File: src/hdl/msort_pkg.sv
// msort_pkg: shared constants and controller/datapath command and status types
// for the merge sorter. No dependencies.
package msort_pkg;

    localparam int DATA_W        = 32;
    localparam int MAX_ITEMS_DEF = 64;

    typedef struct packed {
        logic load;      // store input beat (or flag drop)
        logic setup;     // start a merge pass or the emission
        logic merge;     // move one element to the other bank
        logic emit_adv;  // output beat taken
        logic clear;     // set done, back to empty
    } t_cmd;

    typedef struct packed {
        logic sort_done;  // run width covers the whole set
        logic pass_end;   // this merge step writes the last element of the pass
        logic emit_last;  // output element is the final one
    } t_status;

endpackage

File: src/hdl/msort_ctrl.sv
// msort_ctrl: sequencer for load, merge passes and emission.
// Depends on msort_pkg; drives msort_dp through t_cmd, reads t_status.
module msort_ctrl
    import msort_pkg::*;
(
    input  logic    i_clk,
    input  logic    i_rst_n,
    input  logic    i_valid,
    input  logic    i_last,
    input  logic    i_out_ready,
    input  t_status i_status,
    output logic    o_ready,
    output logic    o_out_valid,
    output t_cmd    o_cmd
);

    typedef enum logic [3:0] {
        S_IDLE  = 4'b0001,
        S_SETUP = 4'b0010,
        S_MERGE = 4'b0100,
        S_EMIT  = 4'b1000
    } t_state;

    t_state r_state, n_state;

    always_ff @(posedge i_clk) begin
        if (!i_rst_n) begin
            r_state <= S_IDLE;
        end else begin
            r_state <= n_state;
        end
    end

    always_comb begin
        n_state     = r_state;
        o_cmd       = '0;
        o_ready     = 1'b0;
        o_out_valid = 1'b0;
        case (r_state)
            S_IDLE: begin
                o_ready = 1'b1;
                if (i_valid) begin
                    o_cmd.load = 1'b1;
                    if (i_last) begin
                        n_state = S_SETUP;
                    end
                end
            end
            S_SETUP: begin
                o_cmd.setup = 1'b1;
                n_state     = i_status.sort_done ? S_EMIT : S_MERGE;
            end
            S_MERGE: begin
                o_cmd.merge = 1'b1;
                if (i_status.pass_end) begin
                    n_state = S_SETUP;
                end
            end
            S_EMIT: begin
                o_out_valid = 1'b1;
                if (i_out_ready) begin
                    o_cmd.emit_adv = 1'b1;
                    if (i_status.emit_last) begin
                        o_cmd.clear = 1'b1;
                        n_state     = S_IDLE;
                    end
                end
            end
            default: begin
                n_state = S_IDLE;
            end
        endcase
    end

endmodule

File: config.mk
export PLATFORM = sky130hd
export DESIGN_NAME = msort_ctrl
export DESIGN_NICKNAME = d
export VERILOG_FILES = /design/src/hdl/msort_pkg.sv /design/src/hdl/msort_ctrl.sv
export SDC_FILE = /design/constraint.sdc
export NUM_CORES = 1
export LEC_CHECK = 0
export BUFFER_PORTS_ARGS = -buffer_cell sky130_fd_sc_hd__buf_2
export CORE_AREA = 2 2 39 41
export CTS_CLUSTER_DIAMETER = 50
export DETAILED_ROUTE_END_ITERATION = 6
export DIE_AREA = 0 0 41 43
export GPL_ROUTABILITY_DRIVEN = 0
export MAX_ROUTING_LAYER = met4
export SYNTH_ARGS = -nofsm -noshare
export SYNTH_HDL_FRONTEND = slang
export SYNTH_SLANG_ARGS = --single-unit
export TNS_END_PERCENT = 10
File: constraint.sdc
create_clock -name i_clk -period 2.4 [get_ports i_clk]
set_input_delay 0.48 -clock i_clk [delete_from_list [all_inputs] [get_ports i_clk]]
set_output_delay 0.48 -clock i_clk [all_outputs]
set_load 0.005 [all_outputs]
==> qor.csv <==
metric;value;unit
worst voltage drop across the vdd grid;0.000250;V
Worst Reg2Reg Path Length in Cells;4;
count of final max-slew check failures;0;
cell with the largest stage delay on the worst path;sky130_fd_sc_hd__dfxtp_1;
IO Pins;15;
final net count;57;
total leakage power;0.181;nW
Largest register FFs;4;
maximum clock path buffer count;2;
worst slew margin relative to its limit;75.5;%
worst min path class;in -> reg;
detailed-route wire length per cell;10.0;um
Worst R2R Start;r_state[0];
share of flip-flops with an asynchronous set or reset after synthesis;0;%
post-synth design cell area;312;um^2
Synth top area share;25.7;%
average cell area after synthesis;9.74;um^2
count of vias placed by the detailed router;285;
clock-pin slew reported for the worst setup and hold paths after clock tree synthesis;40;ps
width of the die;41;um
ratio of cells with drive above 1 in the final layout;48.9;%
initial standard-cell utilization of the core;22.5;%
Cell Int Power;185;uW
largest registers;r_state (4);
number of sinks on the clock net;4;
post-route clock skew;0.477;ps
critical register-to-register path endpoint;r_state[1];
Cells after Synth;32;
most used flip-flop cell after synthesis;sky130_fd_sc_hd__dfxtp_1;
Rows;14;
unrepaired setup endpoints after global routing;no;
crit start category;flip-flop;
most frequent cell after synthesis;sky130_fd_sc_hd__dfxtp_1;
portion of the post-synthesis area used by sequential elements;25.7;%
dominant cells by area after synthesis;sky130_fd_sc_hd__dfxtp_1, sky130_fd_sc_hd__nor4_2, sky130_fd_sc_hd__nor4b_4;
number of hold buffers added after CTS;0;
final global-route overflow total;0;
wire length of the first global-routing pass;979;um
FF+latch count, synth;4;
final worst path period need;1910;ps
number of design-rule violations left by the first detailed-router iteration;5;
CTS tree;yes;
final number of setup-violating endpoints;0;
antenna-violating nets left;0;
total net switching power;86.2;uW
core box area;1380;um^2
run status;finished clean;
Clock Root Buffer;sky130_fd_sc_hd__clkbuf_4;
die extent in y;43;um
count of cell types in the netlist;22;
Worst Hold Launch;i_rst_n;
total global routing track utilization;8.74;%
number of enable-type register cells in the synthesized netlist;0;
Worst path max stage delay;530;ps
Avg Vias per Cell;4.52;
cells along the critical path;inv_1, nor4_2, and3_1, buf_2;
number of antenna cells inserted;0;
number of buffers created by CTS;3;
Maximum Capacitance Violations;0;
Clk Latency, worst-skew pair;230;ps
actual transition at the worst max-transition pin;367;ps
aggregate routed wire length;630;um
pwr/cell area;675;nW/um^2
Yosys warning count;0;
Cells on Worst Hold Path;2;
cell taking the most area after synthesis;sky130_fd_sc_hd__dfxtp_1;
Most flops, register;r_state;
syn nets;40;
first-pass iteration count of the detailed router;2;
H-tree lvl count;1;
crit path DAT;1430;ps
capturing element type of the critical path;output pin;
sum of negative setup slack;0;ps
fraction of power spent switching nets;31.8;%
Layout Utilization;29.0;%
Final Hold Fails;0;
quantity of gates resized following cts;0;
crit path kind;reg -> out;
part of the power in combinational logic;32.9;%
DR DRC count;0;
endpoint with the worst hold slack;r_state[2];
half-perimeter wire length after placement;496;um
number of antenna violations at the first check in global routing;0;
worst path required time;1920;ps
worst reg-to-reg setup slack;1120;ps
Layout area overhead;28.9;%
post-CTS setup buffers;0;
Fmax;523;MHz
number of global-route vias before repair;253;
Flop pwr share;37.0;%
Critical Path Fanout Max;8;
final critical-path share of the clock period;79.7;%
Buffers on Ports;14;
Total Die Area;1760;um^2
largest net degree at the start of global routing;10;
clock power share;30.1;%
[logic make-up (layout without fill, tap and decap cells)]
group | count (synthesis) | count (layout) | share of synthesized area (%)
AND/OR/NAND/NOR | 17 | 17 | 41.8
XOR/XNOR | 1 | 1 | 2.81
flip-flops | 4 | 4 | 25.7
AO/OA/AOI/OAI | 7 | 7 | 21.3
buffers and inverters | 3 | 18 | 8.43
[power groups by stage]
stage	Combinational (mW)	Sequential (mW)	Clock, mW
finish	0.0891	0.100	0.0817
global route	0.102	0.103	0.0909
CTS	0.0903	0.101	0.0867
detailed placement	0.0899	0.102	0
global placement	0.0909	0.101	0
floorplan	0.0845	0.0875	0
[routing by layer]
layer / vias to the layer above / share of wire [%] / track usage, %
li1: 147 / - / -
met1: 123 / 49 / 11.9
met2: 15 / 42 / 9.38
met3: 0 / 9.5 / 4.71
met4: 0 / 0 / 6.00
met5: - / 0 / -
[layout make-up]
class	instances	area [um^2]
Fill cell	162	982
Sequential cell	4	80.1
Clock buffer	3	22.5
Inverter	1	3.75
Timing Repair Buffer	14	70.1
Multi-Input combinational cell	25	205
Tap cell	16	20.0
[metrics by stage]
step | area (um^2) | power (mW) | cells | hold WS, ps | worst slack, ps
3_3_place_gp | 379 | 0.192 | 60 | 618 | 765
2_1_floorplan | 312 | 0.172 | 32 | 527 | 955
3_5_place_dp | 379 | 0.192 | 60 | 625 | 710
5_1_grt | 402 | 0.296 | 63 | 506 | 353
4_1_cts | 402 | 0.278 | 63 | 495 | 465
6_report | 402 | 0.271 | 63 | 500 | 487
[layout by cell type (no fill, tap or decap), types with 2 or more instances in the layout]
master and count:
sky130_fd_sc_hd__nand2_1 2, sky130_fd_sc_hd__clkbuf_4 3, sky130_fd_sc_hd__and3_1 2, sky130_fd_sc_hd__nor2_1 2, sky130_fd_sc_hd__and2_1 2, sky130_fd_sc_hd__dfxtp_1 4
sky130_fd_sc_hd__nand2b_1 2, sky130_fd_sc_hd__buf_2 14, sky130_fd_sc_hd__nor4_2 2
[how the worst max path moves through the flow]
stage                     startpoint       end  slack [ps]  cells after the start
after floorplan           r_state[1]  o_cmd[0]         950                      2
after global placement    r_state[3]  o_cmd[0]         770                      4
after detailed placement  r_state[3]  o_cmd[0]         710                      4
after CTS                 r_state[3]  o_cmd[0]         460                      4
after global routing      r_state[3]  o_cmd[0]         350                      4
final                     r_state[3]  o_cmd[0]         490                      4
[critical path: cells and delay by family, from the launching register on]
family                 cells  cell delay [ps]
DFF                        1              530
and+or+nand+nor            2              440
buffers and inverters      2              230
Power figures use the tool's default switching activity.
